File: config.mk
export PLATFORM = sky130hd
export DESIGN_NAME = assembly_token_lexer
export DESIGN_NICKNAME = d
export VERILOG_FILES = /design/src/hw/rtl/aslex_pkg.sv /design/src/hw/rtl/aslex_front.sv /design/src/hw/rtl/aslex_back.sv /design/src/hw/rtl/assembly_token_lexer.sv
export SDC_FILE = /design/constraint.sdc
export NUM_CORES = 1
export LEC_CHECK = 0
export BUFFER_PORTS_ARGS = -buffer_cell sky130_fd_sc_hd__buf_2
export CAP_MARGIN = 20
export CORE_MARGIN = 3
export CORE_UTILIZATION = 35
export DETAILED_ROUTE_END_ITERATION = 12
export PLACE_DENSITY = 0.56
export SYNTH_ARGS = -nofsm -noshare
export SYNTH_HDL_FRONTEND = slang
export SYNTH_HIERARCHICAL = 1
export SYNTH_SLANG_ARGS = --single-unit
File: constraint.sdc
create_clock -name i_clk -period 4.06 [get_ports i_clk]
set_input_delay 0.812 -clock i_clk [delete_from_list [all_inputs] [get_ports i_clk]]
set_output_delay 0.812 -clock i_clk [all_outputs]
set_load 0.1 [all_outputs]
File: src/hw/rtl/aslex_pkg.sv
// Package: lexer state codes, token kinds, queue types and the transition function.
`timescale 1ns / 1ps
`default_nettype none

package aslex_pkg;

    // Automaton states
    localparam logic [5:0] S_START   = 6'd0;
    localparam logic [5:0] S_CMT     = 6'd1;
    localparam logic [5:0] S_CMT_NL  = 6'd2;
    localparam logic [5:0] S_FLG0    = 6'd3;
    localparam logic [5:0] S_FLG     = 6'd4;
    localparam logic [5:0] S_REG0    = 6'd5;
    localparam logic [5:0] S_REG     = 6'd6;
    localparam logic [5:0] S_ZERO    = 6'd7;
    localparam logic [5:0] S_MINUS   = 6'd8;
    localparam logic [5:0] S_HEX0    = 6'd9;
    localparam logic [5:0] S_HEX     = 6'd10;
    localparam logic [5:0] S_DEC     = 6'd11;
    localparam logic [5:0] S_LBL     = 6'd12;
    localparam logic [5:0] S_STR     = 6'd13;
    localparam logic [5:0] S_ESC     = 6'd14;
    localparam logic [5:0] S_STR_END = 6'd15;
    localparam logic [5:0] S_COLON   = 6'd16;
    localparam logic [5:0] S_LCUR    = 6'd17;
    localparam logic [5:0] S_RCUR    = 6'd18;
    localparam logic [5:0] S_U       = 6'd19;
    localparam logic [5:0] S_UL      = 6'd20;
    localparam logic [5:0] S_ULA     = 6'd21;
    localparam logic [5:0] S_DOT     = 6'd22;
    localparam logic [5:0] S_DB      = 6'd23;
    localparam logic [5:0] S_DBS     = 6'd24;
    localparam logic [5:0] S_DBSS    = 6'd25;
    localparam logic [5:0] S_DD      = 6'd26;
    localparam logic [5:0] S_DDA     = 6'd27;
    localparam logic [5:0] S_DDAT    = 6'd28;
    localparam logic [5:0] S_DDATA   = 6'd29;
    localparam logic [5:0] S_A       = 6'd30;
    localparam logic [5:0] S_AN      = 6'd31;
    localparam logic [5:0] S_AD      = 6'd32;
    localparam logic [5:0] S_AND     = 6'd33;
    localparam logic [5:0] S_ADD     = 6'd34;
    localparam logic [5:0] S_O       = 6'd35;
    localparam logic [5:0] S_OR      = 6'd36;
    localparam logic [5:0] S_ORR     = 6'd37;
    localparam logic [5:0] S_S       = 6'd38;
    localparam logic [5:0] S_SH      = 6'd39;
    localparam logic [5:0] S_SU      = 6'd40;
    localparam logic [5:0] S_SHL     = 6'd41;
    localparam logic [5:0] S_SHR     = 6'd42;
    localparam logic [5:0] S_SUB     = 6'd43;
    localparam logic [5:0] S_X       = 6'd44;
    localparam logic [5:0] S_XO      = 6'd45;
    localparam logic [5:0] S_XOR     = 6'd46;

    // Token kinds
    localparam logic [4:0] K_ERROR   = 5'd0;
    localparam logic [4:0] K_EOF     = 5'd1;
    localparam logic [4:0] K_COMMENT = 5'd2;
    localparam logic [4:0] K_FLAGS   = 5'd3;
    localparam logic [4:0] K_REG     = 5'd4;
    localparam logic [4:0] K_IMM     = 5'd5;
    localparam logic [4:0] K_LABEL   = 5'd6;
    localparam logic [4:0] K_STRING  = 5'd7;
    localparam logic [4:0] K_COLON   = 5'd8;
    localparam logic [4:0] K_LCURLY  = 5'd9;
    localparam logic [4:0] K_RCURLY  = 5'd10;
    localparam logic [4:0] K_LA      = 5'd11;
    localparam logic [4:0] K_BSS     = 5'd12;
    localparam logic [4:0] K_DATA    = 5'd13;
    localparam logic [4:0] K_AND     = 5'd14;
    localparam logic [4:0] K_ADD     = 5'd15;
    localparam logic [4:0] K_ORR     = 5'd16;
    localparam logic [4:0] K_SHL     = 5'd17;
    localparam logic [4:0] K_SHR     = 5'd18;
    localparam logic [4:0] K_SUB     = 5'd19;
    localparam logic [4:0] K_XOR     = 5'd20;
    localparam logic [4:0] K_MAX     = K_XOR;

    localparam logic [7:0] C_EOB = 8'hFF;

    localparam int QDEPTH = 4;   // power of two

    // One transition outcome: error, token (val = kind) or next state (val)
    typedef struct packed {
        logic       err;
        logic       tok;
        logic [5:0] val;
    } t_step;

    // One queue entry: results caused by one item
    typedef struct packed {
        logic       two;
        logic [4:0] kind0;
        logic [4:0] kind1;
    } t_run;

    function automatic logic in_rng(logic [7:0] b, logic [7:0] lo, logic [7:0] hi);
        return (b >= lo) && (b <= hi);
    endfunction

    function automatic logic is_dig(logic [7:0] b);
        return in_rng(b, "0", "9");
    endfunction

    function automatic logic is_lbl(logic [7:0] b);
        return in_rng(b, "a", "z") || in_rng(b, "A", "Z") || is_dig(b) || (b == "_");
    endfunction

    function automatic logic is_hex(logic [7:0] b);
        return in_rng(b, "a", "f") || in_rng(b, "A", "F") || is_dig(b);
    endfunction

    function automatic logic is_ws(logic [7:0] b);
        return (b == " ") || (b == 8'h09) || (b == 8'h0A) || (b == 8'h0D);
    endfunction

    function automatic t_step go(logic [5:0] s);
        t_step r;
        r.err = 1'b0;
        r.tok = 1'b0;
        r.val = s;
        return r;
    endfunction

    function automatic t_step tok(logic [4:0] k);
        t_step r;
        r.err = 1'b0;
        r.tok = 1'b1;
        r.val = {1'b0, k};
        return r;
    endfunction

    function automatic t_step err();
        t_step r;
        r.err = 1'b1;
        r.tok = 1'b0;
        r.val = S_START;
        return r;
    endfunction

    function automatic t_step kw(logic [7:0] b, logic [7:0] c, logic [5:0] nx);
        if (b == c) return go(nx);
        return is_lbl(b) ? go(S_LBL) : err();
    endfunction

    function automatic t_step kw_end(logic [7:0] b, logic [4:0] k);
        return is_lbl(b) ? go(S_LBL) : tok(k);
    endfunction

    function automatic t_step next_of(logic [5:0] st, logic [7:0] b);
        t_step r;
        r = err();
        unique case (st)
            S_START: begin
                priority if (is_ws(b))            r = go(S_START);
                else if (b == C_EOB)              r = tok(K_EOF);
                else if (b == ";")                r = go(S_CMT);
                else if (b == "%")                r = go(S_FLG0);
                else if (b == "$")                r = go(S_REG0);
                else if (b == "0")                r = go(S_ZERO);
                else if (b == "-")                r = go(S_MINUS);
                else if (in_rng(b, "1", "9"))     r = go(S_DEC);
                else if (b == 8'h22)              r = go(S_STR);
                else if (b == ":")                r = go(S_COLON);
                else if (b == "{")                r = go(S_LCUR);
                else if (b == "}")                r = go(S_RCUR);
                else if (b == "_")                r = go(S_U);
                else if (b == ".")                r = go(S_DOT);
                else if (b == "A")                r = go(S_A);
                else if (b == "O")                r = go(S_O);
                else if (b == "S")                r = go(S_S);
                else if (b == "X")                r = go(S_X);
                else if (is_lbl(b))               r = go(S_LBL);
                else                              r = err();
            end
            S_CMT: begin
                priority if (b == 8'h0A) r = go(S_CMT_NL);
                else if (b == C_EOB)     r = tok(K_COMMENT);
                else                     r = go(S_CMT);
            end
            S_CMT_NL:  r = tok(K_COMMENT);
            S_FLG0:    r = in_rng(b, "a", "z") ? go(S_FLG) : err();
            S_FLG:     r = in_rng(b, "a", "z") ? go(S_FLG) : tok(K_FLAGS);
            S_REG0:    r = is_dig(b) ? go(S_REG) : err();
            S_REG:     r = is_dig(b) ? go(S_REG) : tok(K_REG);
            S_ZERO: begin
                priority if (b == "x") r = go(S_HEX0);
                else if (is_dig(b))    r = go(S_DEC);
                else                   r = tok(K_IMM);
            end
            S_MINUS:   r = is_dig(b) ? go(S_DEC) : err();
            S_HEX0:    r = is_hex(b) ? go(S_HEX) : err();
            S_HEX:     r = is_hex(b) ? go(S_HEX) : tok(K_IMM);
            S_DEC:     r = is_dig(b) ? go(S_DEC) : tok(K_IMM);
            S_LBL:     r = is_lbl(b) ? go(S_LBL) : tok(K_LABEL);
            S_STR: begin
                priority if (b == 8'h5C)            r = go(S_ESC);
                else if (b == 8'h22)                r = go(S_STR_END);
                else if (b == 8'h0A || b == C_EOB)  r = err();
                else                                r = go(S_STR);
            end
            S_ESC:     r = (b == 8'h0A || b == C_EOB) ? err() : go(S_STR);
            S_STR_END: r = tok(K_STRING);
            S_COLON:   r = tok(K_COLON);
            S_LCUR:    r = tok(K_LCURLY);
            S_RCUR:    r = tok(K_RCURLY);
            S_U:       r = kw(b, "l", S_UL);
            S_UL:      r = kw(b, "a", S_ULA);
            S_ULA:     r = kw_end(b, K_LA);
            S_DOT: begin
                priority if (b == "b") r = go(S_DB);
                else if (b == "d")     r = go(S_DD);
                else                   r = err();
            end
            S_DB:      r = (b == "s") ? go(S_DBS) : err();
            S_DBS:     r = (b == "s") ? go(S_DBSS) : err();
            S_DBSS:    r = tok(K_BSS);
            S_DD:      r = (b == "a") ? go(S_DDA) : err();
            S_DDA:     r = (b == "t") ? go(S_DDAT) : err();
            S_DDAT:    r = (b == "a") ? go(S_DDATA) : err();
            S_DDATA:   r = tok(K_DATA);
            S_A:       r = (b == "N") ? go(S_AN) : kw(b, "D", S_AD);
            S_AN:      r = kw(b, "D", S_AND);
            S_AD:      r = kw(b, "D", S_ADD);
            S_AND:     r = kw_end(b, K_AND);
            S_ADD:     r = kw_end(b, K_ADD);
            S_O:       r = kw(b, "R", S_OR);
            S_OR:      r = kw(b, "R", S_ORR);
            S_ORR:     r = kw_end(b, K_ORR);
            S_S:       r = (b == "H") ? go(S_SH) : kw(b, "U", S_SU);
            S_SH:      r = (b == "L") ? go(S_SHL) : kw(b, "R", S_SHR);
            S_SU:      r = kw(b, "B", S_SUB);
            S_SHL:     r = kw_end(b, K_SHL);
            S_SHR:     r = kw_end(b, K_SHR);
            S_SUB:     r = kw_end(b, K_SUB);
            S_X:       r = kw(b, "O", S_XO);
            S_XO:      r = kw(b, "R", S_XOR);
            S_XOR:     r = kw_end(b, K_XOR);
            default:   r = err();   // unreachable codes
        endcase
        return r;
    endfunction

endpackage

`default_nettype wire

File: src/hw/rtl/aslex_front.sv
// Front end: lexer state register and per-byte classification into queue entries.
`timescale 1ns / 1ps
`default_nettype none

module aslex_front
    import aslex_pkg::*;
(
    input  wire logic       i_clk,
    input  wire logic       i_rst_n,
    input  wire logic       i_accept,
    input  wire logic [7:0] i_char_byte,
    output logic            o_q_push,
    output t_run            o_q_run
);

    logic [5:0] r_state;
    logic [5:0] n_state;
    t_step      w_first;
    t_step      w_rerun;

    assign w_first = next_of(r_state, i_char_byte);
    assign w_rerun = next_of(S_START, i_char_byte);

    always_comb begin
        n_state         = r_state;
        o_q_push        = 1'b0;
        o_q_run.two     = 1'b0;
        o_q_run.kind0   = K_ERROR;
        o_q_run.kind1   = K_ERROR;
        if (i_accept) begin
            priority if (w_first.err) begin
                o_q_push = 1'b1;
                n_state  = S_START;
            end else if (!w_first.tok) begin
                n_state = w_first.val;
            end else begin
                // token closed; re-run the byte from start unless already there
                o_q_push      = 1'b1;
                o_q_run.kind0 = w_first.val[4:0];
                n_state       = S_START;
                if (r_state != S_START) begin
                    if (!w_rerun.err && !w_rerun.tok) begin
                        n_state = w_rerun.val;
                    end else begin
                        o_q_run.two   = 1'b1;
                        o_q_run.kind1 = w_rerun.err ? K_ERROR : w_rerun.val[4:0];
                    end
                end
            end
        end
    end

    always_ff @(posedge i_clk) begin
        if (!i_rst_n) begin
            r_state <= S_START;
        end else begin
            r_state <= n_state;
        end
    end

endmodule

`default_nettype wire

File: src/hw/rtl/aslex_back.sv
// Back end: entry queue and unpacking of one- and two-result entries.
`timescale 1ns / 1ps
`default_nettype none

module aslex_back
    import aslex_pkg::*;
#(
    parameter int DEPTH = QDEPTH
) (
    input  wire logic       i_clk,
    input  wire logic       i_rst_n,
    input  wire logic       i_q_push,
    input  wire t_run       i_q_run,
    output logic            o_q_full,
    output logic            o_empty,
    input  wire logic       i_pop,
    output logic [4:0]      o_token_kind,
    output logic            o_last_of_run
);

    localparam int AW = (DEPTH > 1) ? $clog2(DEPTH) : 1;
    localparam int CW = $clog2(DEPTH + 1);

    t_run            r_mem [DEPTH];
    logic [AW-1:0]   r_wr;
    logic [AW-1:0]   r_rd;
    logic [CW-1:0]   r_count;
    logic [CW-1:0]   n_count;
    logic            r_sub;
    logic            n_sub;
    t_run            w_head;
    logic            w_take;
    logic            w_deq;

    assign w_head   = r_mem[r_rd];
    assign o_empty  = (r_count == '0);
    assign o_q_full = (r_count == CW'(DEPTH));

    assign o_token_kind  = r_sub ? w_head.kind1 : w_head.kind0;
    assign o_last_of_run = r_sub || !w_head.two;

    assign w_take = i_pop && !o_empty;
    assign w_deq  = w_take && o_last_of_run;

    always_comb begin
        n_sub = r_sub;
        if (w_take) begin
            n_sub = !o_last_of_run;
        end
        n_count = r_count + CW'(i_q_push) - CW'(w_deq);
    end

    always_ff @(posedge i_clk) begin
        if (i_q_push) begin
            r_mem[r_wr] <= i_q_run;
        end
    end

    always_ff @(posedge i_clk) begin
        if (!i_rst_n) begin
            r_wr    <= '0;
            r_rd    <= '0;
            r_count <= '0;
            r_sub   <= 1'b0;
        end else begin
            if (i_q_push) begin
                r_wr <= r_wr + AW'(1);
            end
            if (w_deq) begin
                r_rd <= r_rd + AW'(1);
            end
            r_count <= n_count;
            r_sub   <= n_sub;
        end
    end

endmodule

`default_nettype wire

File: src/hw/rtl/assembly_token_lexer.sv
// Top level of the assembly token lexer: front end, entry queue and result unpacker.
//
// Usage:
//   Input channel is queue-like: drive i_char_byte and raise push; the byte
//   is taken at a clock edge where push is high and full is low. 0xFF is end
//   of input. Result channel is queue-like too: while empty is low,
//   o_token_kind and o_last_of_run show the oldest result; pop takes it.
//   Each byte yields zero, one or two results; o_last_of_run marks the final
//   one of a byte. Errors come out as kind 0 and the lexer restarts.
// Timing: a byte's entry is written into the queue at the edge that accepts it.
// Throughput: one byte per cycle while full is low. A byte with results occupies one queue
//   entry; a two-result entry needs two pops, so output drain sets the
//   sustained rate when many bytes close tokens.
// Stall: the queue holds DEPTH entries. When the receiver stops popping the
//   queue fills and full rises; bytes with no result still need a free slot.
// Reset: synchronous, active low; lexer returns to its start state and the
//   queue is emptied. No clearing pass.
`timescale 1ns / 1ps
`default_nettype none

module assembly_token_lexer
    import aslex_pkg::*;
#(
    parameter int DEPTH = QDEPTH    // queue entries, power of two
) (
    input  wire logic       i_clk,
    input  wire logic       i_rst_n,
    input  wire logic       push,
    output logic            full,
    input  wire logic [7:0] i_char_byte,
    output logic            empty,
    input  wire logic       pop,
    output logic [4:0]      o_token_kind,
    output logic            o_last_of_run
);

    logic   w_accept;
    logic   w_q_push;
    t_run   w_q_run;

    // full is registered queue occupancy, so accept never depends on pop
    assign w_accept = push && !full;

    aslex_front u_front (
        .i_clk       (i_clk),
        .i_rst_n     (i_rst_n),
        .i_accept    (w_accept),
        .i_char_byte (i_char_byte),
        .o_q_push    (w_q_push),
        .o_q_run     (w_q_run)
    );

    aslex_back #(
        .DEPTH (DEPTH)
    ) u_back (
        .i_clk         (i_clk),
        .i_rst_n       (i_rst_n),
        .i_q_push      (w_q_push),
        .i_q_run       (w_q_run),
        .o_q_full      (full),
        .o_empty       (empty),
        .i_pop         (pop),
        .o_token_kind  (o_token_kind),
        .o_last_of_run (o_last_of_run)
    );

endmodule

`default_nettype wire

==> results of run 1 <==
-- registers in the layout, summed over array words and instances, names as in the netlist, named ones only --
register,cells
u_back/r_mem,44
u_front/r_state,6
u_back/r_count,3
u_back/r_rd,2
u_back/r_wr,2
u_back/r_sub,1
-- cell type report --
cell class	count	area (um2)	share of cell area, %
multi-input cells	446	3298	55.35
flip-flops and latches	60	1642	27.55
repair buffers	71	485.5	8.148
inverters	13	48.80	0.8190
clock buffers	12	236.5	3.969
clock inverters	4	17.52	0.2940
well taps	184	230.2	3.864
-- metrics by stage --
stage / hold slack (ns) / total power [mW] / setup slack (ns) / utilization (%)
CTS: 0.4726 / 2.301 / 0.3938 / 40.69
finish: 0.4697 / 2.274 / 0.3071 / 40.69
detailed placement: 0.4662 / 1.663 / 0.1016 / 38.95
global placement: 0.4592 / 1.650 / 0.1799 / 38.95
floorplan: 0.4451 / 1.493 / 0.07820 / -
global route: 0.5095 / 2.395 / 0.03735 / 40.69
-- layer usage --
metal | vias up | global-route usage (%) | routed length (um)
met3 | 80 | 3.528 | 1478
met1 | 2417 | 27.38 | 6931
met2 | 313 | 33.63 | 8067
met5 | - | 0 | 0
li1 | 2310 | - | -
met4 | 0 | 11.30 | 1095
-- cell families after synthesis --
| group | Yosys count | synth area share, % |
|---|---|---|
| AND/OR/NAND/NOR | 251 | 29.45 |
| AO/OA/AOI/OAI | 148 | 20.84 |
| multiplexers | 25 | 8.298 |
| flip-flops | 60 | 31.10 |
| buffers and inverters | 69 | 6.614 |
| adder cells (fa/ha/maj) | 7 | 1.802 |
| other | 1 | 0.07106 |
| XOR/XNOR | 11 | 1.825 |
-- power by group through the flow --
stage | logic (mW) | clock network (mW) | registers (mW)
3_3_place_gp | 0.839 | 0 | 0.811
6_report | 0.845 | 0.626 | 0.804
5_1_grt | 0.901 | 0.680 | 0.815
3_5_place_dp | 0.845 | 0 | 0.817
2_1_floorplan | 0.722 | 0 | 0.771
4_1_cts | 0.848 | 0.647 | 0.806
-- cell usage after synthesis, types with 12 or more instances --
cell	instances
o21ai_0	13
nor3_1	17
and2_1	16
nor2b_1	17
clkbuf_1	17
edfxtp_1	44
nand3_1	18
a21oi_1	22
nand2_1	43
nor2_1	38
nand4_1	12
buf_2	26
nand2b_1	12
dfxtp_1	16
-- how the worst max path moves through the flow --
stage	start	endpoint	slack, ns	depth (start not counted)
after floorplan	u_back/r_count[2]	u_back/r_count[2]	0.08	9
after global placement	i_char_byte[1]	u_back/r_count[2]	0.18	15
after detailed placement	i_char_byte[0]	u_back/r_count[2]	0.10	14
after CTS	u_front/r_state[5]	u_back/r_count[2]	0.39	13
after global routing	u_front/r_state[5]	u_back/r_count[2]	0.04	13
final	u_front/r_state[5]	u_back/r_count[2]	0.31	13
-- worst reg2reg max path, stage by stage, from the launching register on --
cell and delay, ns:
dfxtp_1 1.01, nand2_1 0.18, a2111oi_0 0.60, o21ai_0 0.21, nand4_1 0.21, nor2_1 0.06, a21oi_1 0.14, o31a_1 0.19
ha_1 0.17, inv_1 0.05, fa_1 0.41, xnor2_1 0.15, xnor2_1 0.12, and2_1 0.15
==> impl_metrics.toml, run 1 <==
[clocking]
clk_path_buf_depth = 2
path_clk_slew_ns = 0.05
cts_setup_buffers = 0
clockRootBuffer = "clkbuf_16"
cts-buffers-inserted = 9
clk-insertion-delay-late_ns = 0.31
cts_tree = "done"
ctsHoldBuffers = 0
cts_sinks = 60
cts_repair_resize_count = 0
htreeDepth = 3

[logic_synthesis]
synth_cells = 572
synthesis.area_um2 = 5278
netlist_top_cells_area = "edfxtp_1 (25%), dfxtp_1 (6.1%), mux4_1 (5.0%)"
yosys.area.top_type = "edfxtp_1"
ys_seq_area_share_pct = 31.10
ys_types = 92
async_reset_ff_share_pct = 0
synth-seq-cells = 60
synth-main-ff-cell = "edfxtp_1"
yosysWarnings = 6
yosysTopAreaCellShare_pct = 25.04
syn_area_per_cell_um2 = 9.227
synth_edf_count = 44

[power]
power.share.clock_pct = 27.5
switching_power_mw = 0.8723
p_int_mw = 1.402
power.density_nw_per_um2 = 381.7
p_leak_nw = 2.141
sw_frac_of_total_pct = 38.35
pwr-share-seq_pct = 35.3
ir_worst_vdd_mv = 0.2798
power_frac_comb_pct = 37.1

[final_layout]
n_fill_cell = 1459
layout_common_cells = "buf_4 (52), edfxtp_1 (44), nand2_1 (43), nor2_1 (38), a21oi_1 (22)"
final_cells = 790
final_area_um2 = 5958
drive_gt1_share_pct = 18.65
final_common_cell = "buf_4"
area_delta_synth_final_pct = 12.90
fin_nets = 620
n_antenna_cell = 0

[die]
core_area_um2 = 14640
num_io_pins = 20
die_h_um = 128.8
die_x_um = 128.8
fp.dieArea_um2 = 16590
row_count = 44
initial_utilization_pct = 36.04

[critical_path]
path_common_cell = "xnor2_1"
r2r_start = "u_front/r_state[5]"
crit_slowest_cell = "dfxtp_1"
start_kind = "flop"
r2r_cells = 13
critical_path_buf_inv_count = 1
required_ns = 4.27
rr_endpoint = "u_back/r_count[2]"
slowest_delay_ns = 1.01
regToRegSetupSlack_ns = 0.31
crit_fanout = 25
path_delay_family = "compound AO/OA/AOI/OAI gates"
critPathArrivalTime_ns = 3.96
criticalPathCategory = "flop to flop"
worstPathCellList = "nand2_1, a2111oi_0, o21ai_0, nand4_1, nor2_1, a21oi_1, o31a_1, ha_1, inv_1, fa_1, xnor2_1, xnor2_1, and2_1"
end_kind = "flop"

[routing]
drtIter0Drc = 732
vias = 5120
ant_nets = 0
wirelength_um = 17570
vias_per_cell = 6.481
wl_per_cell_um = 22.25
drt_pass1_iterations = 6
drc = 0

[placed_design]
gp_congestion = 0.9741
port-buffer-count = 19
dp_hpwl_um = 13410
post_dp_cell_area_um2 = 5704
dp.cells = 774

[min_path]
worstHoldPathType = "flop to flop"
holdPathEnd = "u_back/r_rd[1]"
hold_path_depth = 2
hp-start = "u_back/r_rd[1]"

[timing]
fmaxAchievable_mhz = 266.5
fin_crit_ns = 3.753
tightest_slew_ns = 1.054
finClkSkew_ns = 0.005371
drv_slew = 0
min_period_over_period_pct = 92.44
rsz0062_at_grt = "false"
hold_viol_final = 0
setup_viol = 0
max_slew_margin_pct = 29.66
setup_tns_ns = 0

[outcome]
status = "complete, no violations"

[global_routing]
grt_max_degree = 28
overflow = 0
first_global_vias = 4841
grt_pass1_wl_um = 27510
antenna_found_initial = 0
grt.total_usage_pct = 21.12

[run]
max_cap_violations = 0
No activity file was read; power rests on OpenSTA's default activity.
==> run 2: changes to the inputs <==
- clock period: 4.06 -> 4.4 ns (I/O delays scaled with it)
==> impl_metrics.toml, run 2 (synthesized netlist as in run 1, its figures left out) <==
[outcome]
status = "complete, no violations"

[power]
p_leak_nw = 2.106
power_frac_comb_pct = 34.5
power.share.clock_pct = 32.2
ir_worst_vdd_mv = 0.2026
switching_power_mw = 0.8209
power.density_nw_per_um2 = 375.2
pwr-share-seq_pct = 33.3
sw_frac_of_total_pct = 36.89
p_int_mw = 1.405

[routing]
drtIter0Drc = 807
drt_pass1_iterations = 6
vias = 5057
wirelength_um = 17460
drc = 0
wl_per_cell_um = 22.41
vias_per_cell = 6.492
ant_nets = 0

[die]
num_io_pins = 20
row_count = 44
fp.dieArea_um2 = 16590
die_h_um = 128.8
initial_utilization_pct = 36.04
die_x_um = 128.8
core_area_um2 = 14640

[critical_path]
rr_endpoint = "u_back/r_count[2]"
critPathArrivalTime_ns = 4.12
r2r_start = "u_front/r_state[3]"
end_kind = "flop"
required_ns = 4.61
crit_fanout = 17
start_kind = "input port"
regToRegSetupSlack_ns = 0.50
criticalPathCategory = "input port to flop"
r2r_cells = 13

[timing]
min_period_over_period_pct = 88.86
setup_tns_ns = 0
drv_slew = 0
hold_viol_final = 0
fin_crit_ns = 3.910
tightest_slew_ns = 1.059
hold_slack_ns = 0.4746
fmaxAchievable_mhz = 255.8
rsz0062_at_grt = "false"
finClkSkew_ns = 0.007225
max_slew_margin_pct = 29.32
setup_viol = 0

[final_layout]
final_common_cell = "edfxtp_1"
n_antenna_cell = 0
area_delta_synth_final_pct = 12.38
largest_reg_flops = 44
drive_gt1_share_pct = 17.48
layout_common_cells = "edfxtp_1 (44), nand2_1 (43), buf_4 (41), nor2_1 (38), a21oi_1 (22)"
regMostFlops = "u_back/r_mem"
reg.largest.list = "u_back/r_mem: 44 flops, u_front/r_state: 6 flops, u_back/r_count: 3 flops"
seqCellArea_um2 = 1642
n_fill_cell = 1405
fin_nets = 609
multiInputGateArea_um2 = 3298

[min_path]
hold_path_depth = 2
holdPathEnd = "u_back/r_rd[1]"
hp-start = "u_back/r_rd[1]"
worstHoldPathType = "flop to flop"

[global_routing]
antenna_found_initial = 0
grt_pass1_wl_um = 26500
grt.total_usage_pct = 20.46
overflow = 0
first_global_vias = 4756
grt_max_degree = 30

[placed_design]
gp_congestion = 1.053
port-buffer-count = 19
dp_hpwl_um = 13150

[clocking]
clk_path_buf_depth = 2
cts-buffers-inserted = 9
clockRootBuffer = "clkbuf_16"
cts_sinks = 60
cts_setup_buffers = 0
cts_tree = "done"
clk-insertion-delay-late_ns = 0.32
ctsHoldBuffers = 0
path_clk_slew_ns = 0.05
htreeDepth = 3
cts_repair_resize_count = 0

[run]
max_cap_violations = 0
[run 2: changes by cell type in the layout (fill, tap and decap cells not counted)]
cell,previous run,this run
buf_4,52,41
bufinv_16,0,2
clkbuf_1,3,2
clkinv_1,4,3
clkinv_2,2,1
clkinvlp_4,0,1
[run 2: layout make-up]
| cell class | count | area share [%] |
|---|---|---|
| inverters | 13 | 0.8228 |
| well taps | 184 | 3.882 |
| clock buffers | 11 | 3.924 |
| clock inverters | 5 | 1.287 |
| multi-input cells | 446 | 55.61 |
| repair buffers | 60 | 6.793 |
| flip-flops and latches | 60 | 27.68 |
[run 2: per-layer routing]
layer / vias up / wire (um) / GRT usage [%]
met5: - / 0 / 0
met4: 0 / 1038 / 11.92
met3: 84 / 1462 / 3.778
met2: 333 / 7908 / 32.13
met1: 2360 / 7051 / 26.29
li1: 2280 / - / -
[run 2: power by group through the flow]
stage / Combinational [mW] / Clock, mW / Sequential, mW
after floorplan: 0.666 / 0 / 0.712
after global placement: 0.762 / 0 / 0.749
after detailed placement: 0.764 / 0 / 0.754
after CTS: 0.767 / 0.730 / 0.743
after global routing: 0.816 / 0.763 / 0.751
final: 0.767 / 0.717 / 0.742
[run 2: critical path: stages]
cell and delay, ns:
buf_2 0.24, and4bb_2 0.32, a2111oi_0 0.68, o21ai_0 0.20, nand4_1 0.20, nor2_1 0.07, a21oi_1 0.15, o31a_1 0.32
ha_1 0.20, inv_1 0.05, fa_1 0.40, xnor2_1 0.14, xnor2_1 0.12, and2_1 0.15
[run 2: worst max-delay path by stage]
stage | start | end | slack (ns)
finish | i_char_byte[0] | u_back/r_count[2] | 0.49
global route | i_char_byte[0] | u_back/r_count[2] | 0.07
CTS | i_char_byte[0] | u_back/r_count[2] | 0.51
detailed placement | i_char_byte[0] | u_back/r_count[2] | 0.18
global placement | i_char_byte[0] | u_back/r_count[2] | 0.22
floorplan | u_back/r_count[2] | u_back/r_count[2] | 0.42
[run 2: metrics by stage]
| stage | utilization (%) | instance area (um2) | cells | setup WS [ns] | power (mW) |
|---|---|---|---|---|---|
| after floorplan | - | 5289 | 575 | 0.4182 | 1.378 |
| after global placement | 38.39 | 5622 | 763 | 0.2224 | 1.511 |
| after detailed placement | 38.39 | 5622 | 763 | 0.1794 | 1.519 |
| after CTS | 40.50 | 5931 | 779 | 0.5088 | 2.241 |
| after global routing | 40.50 | 5931 | 779 | 0.06881 | 2.330 |
| final | 40.50 | 5931 | 779 | 0.4901 | 2.225 |
==> run 3: changes to the inputs <==
- CORE_ASPECT_RATIO: default -> 1.75
==> impl_metrics.toml, run 3 (synthesized netlist as in run 1, its figures left out) <==
[die]
row_count = 58
fp.dieArea_um2 = 16650
core_area_um2 = 14590
die_h_um = 168.4
initial_utilization_pct = 36.18
die_x_um = 98.83
num_io_pins = 20

[critical_path]
critPathArrivalTime_ns = 4.25
crit_fanout = 21
slowest_delay_ns = 0.81
crit_slowest_cell = "a2111oi_0"
critPathLaunch = "i_char_byte[1]"
required_ns = 4.62
end_kind = "flop"
critical_path_buf_inv_count = 3
path_common_cell = "xnor2_1"
path_delay_family = "compound AO/OA/AOI/OAI gates"
criticalPathCategory = "input port to flop"
r2r_start = "u_front/r_state[5]"
worstPathCellList = "buf_2, and4bb_2, a2111oi_0, o21ai_0, nand4_1, buf_4, nor2_1, a21oi_1, o31a_1, ha_1, inv_1, fa_1, xnor2_1, xnor2_1, and2_1"
start_kind = "input port"

[timing]
tightest_slew_ns = 0.8927
fmaxAchievable_mhz = 247.9
hold_slack_ns = 0.4870
finClkSkew_ns = 0.003016
drv_slew = 0
hold_viol_final = 0
fin_crit_ns = 4.035
max_slew_margin_pct = 38.95
rsz0062_at_grt = "false"
min_period_over_period_pct = 91.70
setup_viol = 0
setup_tns_ns = 0

[outcome]
status = "complete, no violations"

[power]
power.density_nw_per_um2 = 374.5
ir_worst_vdd_mv = 0.2682
p_leak_nw = 2.156

[final_layout]
final_cells = 785
final_common_cell = "buf_4"
drive_gt1_share_pct = 18.68
n_fill_cell = 1429
layout_common_cells = "buf_4 (51), edfxtp_1 (44), nand2_1 (43), nor2_1 (38), a21oi_1 (22)"
reg.largest.list = "u_back/r_mem: 44 flops, u_front/r_state: 6 flops, u_back/r_count: 3 flops"
largest_reg_flops = 44
regMostFlops = "u_back/r_mem"
final_area_um2 = 6001
n_antenna_cell = 0
fin_nets = 619
area_delta_synth_final_pct = 13.70

[placed_design]
gp_congestion = 0.9962
dp.cells = 769
port-buffer-count = 19
post_dp_cell_area_um2 = 5692
dp_hpwl_um = 16670

[routing]
drtIter0Drc = 429
drt_pass1_iterations = 5
wirelength_um = 21240
vias = 5106
wl_per_cell_um = 27.06
drc = 0
vias_per_cell = 6.504
ant_nets = 0

[global_routing]
first_global_vias = 5113
grt.total_usage_pct = 25.31
overflow = 0
grt_pass1_wl_um = 31490
grt_max_degree = 24
antenna_found_initial = 0

[min_path]
hp-start = "u_back/r_rd[1]"
worstHoldPathType = "flop to flop"

[clocking]
cts-buffers-inserted = 9
cts_sinks = 60
ctsHoldBuffers = 0
clk_path_buf_depth = 2
path_clk_slew_ns = 0.05
clockRootBuffer = "clkbuf_16"
cts_repair_resize_count = 0
htreeDepth = 3
cts_setup_buffers = 0
clk-insertion-delay-late_ns = 0.32
cts_tree = "done"

[run]
max_cap_violations = 0
-- run 3: changes by cell type in the layout (fill, tap and decap cells not counted) --
cell,previous run,this run
clkinv_4,0,1
buf_4,41,51
clkinv_2,1,0
clkinvlp_4,1,0
clkinv_1,3,4
-- run 3: routing by layer --
metal  vias to the layer above  global-route usage, %  wire, um
met5                         -                      0         0
li1                       2311                      -         -
met1                      2489                  25.16      7311
met4                         0                  19.92      1871
met2                       221                  46.28     11210
met3                        85                  3.027       851
-- run 3: metrics by stage --
stage	util (%)	total power, mW	setup WS [ns]
4_1_cts	41.14	2.268	0.4873
5_1_grt	41.14	2.348	0.1888
3_3_place_gp	39.02	1.534	0.3003
3_5_place_dp	39.02	1.540	0.2033
6_report	41.14	2.247	0.3654
2_1_floorplan	-	1.378	0.4182
-- run 3: where the power goes --
group	switching (mW)	internal (mW)	total, mW
registers	0.0634	0.675	0.738
logic	0.545	0.245	0.790
clock network	0.227	0.492	0.719
total	0.836	1.41	2.25
-- run 3: final cells by class --
type / instances / area [um2] / area share (%)
Multi-Input combinational cell: 446 / 3298 / 54.96
Sequential cell: 60 / 1642 / 27.36
Clock buffer: 11 / 232.7 / 3.878
Tap cell: 180 / 225.2 / 3.753
Timing Repair Buffer: 70 / 478.0 / 7.965
Clock inverter: 5 / 76.32 / 1.272
Inverter: 13 / 48.80 / 0.8132
-- run 3: worst reg2reg max path, stage by stage (launching register included) --
cell       delay (ns)
dfxtp_1          0.64
buf_4            0.30
nand2_1          0.09
a2111oi_0        0.79
o21ai_0          0.20
nand4_1          0.14
buf_4            0.14
nor2_1           0.04
a21oi_1          0.18
o31a_1           0.21
ha_1             0.16
inv_1            0.05
fa_1             0.40
xnor2_1          0.15
xnor2_1          0.13
and2_1           0.15
-- run 3: path summary, 6_finish.rpt --
path         slack [ns]  depth (start not counted)           endpoint
min reg2reg        0.49                          2               flop
min                0.49                          2               flop
max reg2reg        0.53                         15  u_back/r_count[2]
max                0.37                         15  u_back/r_count[2]
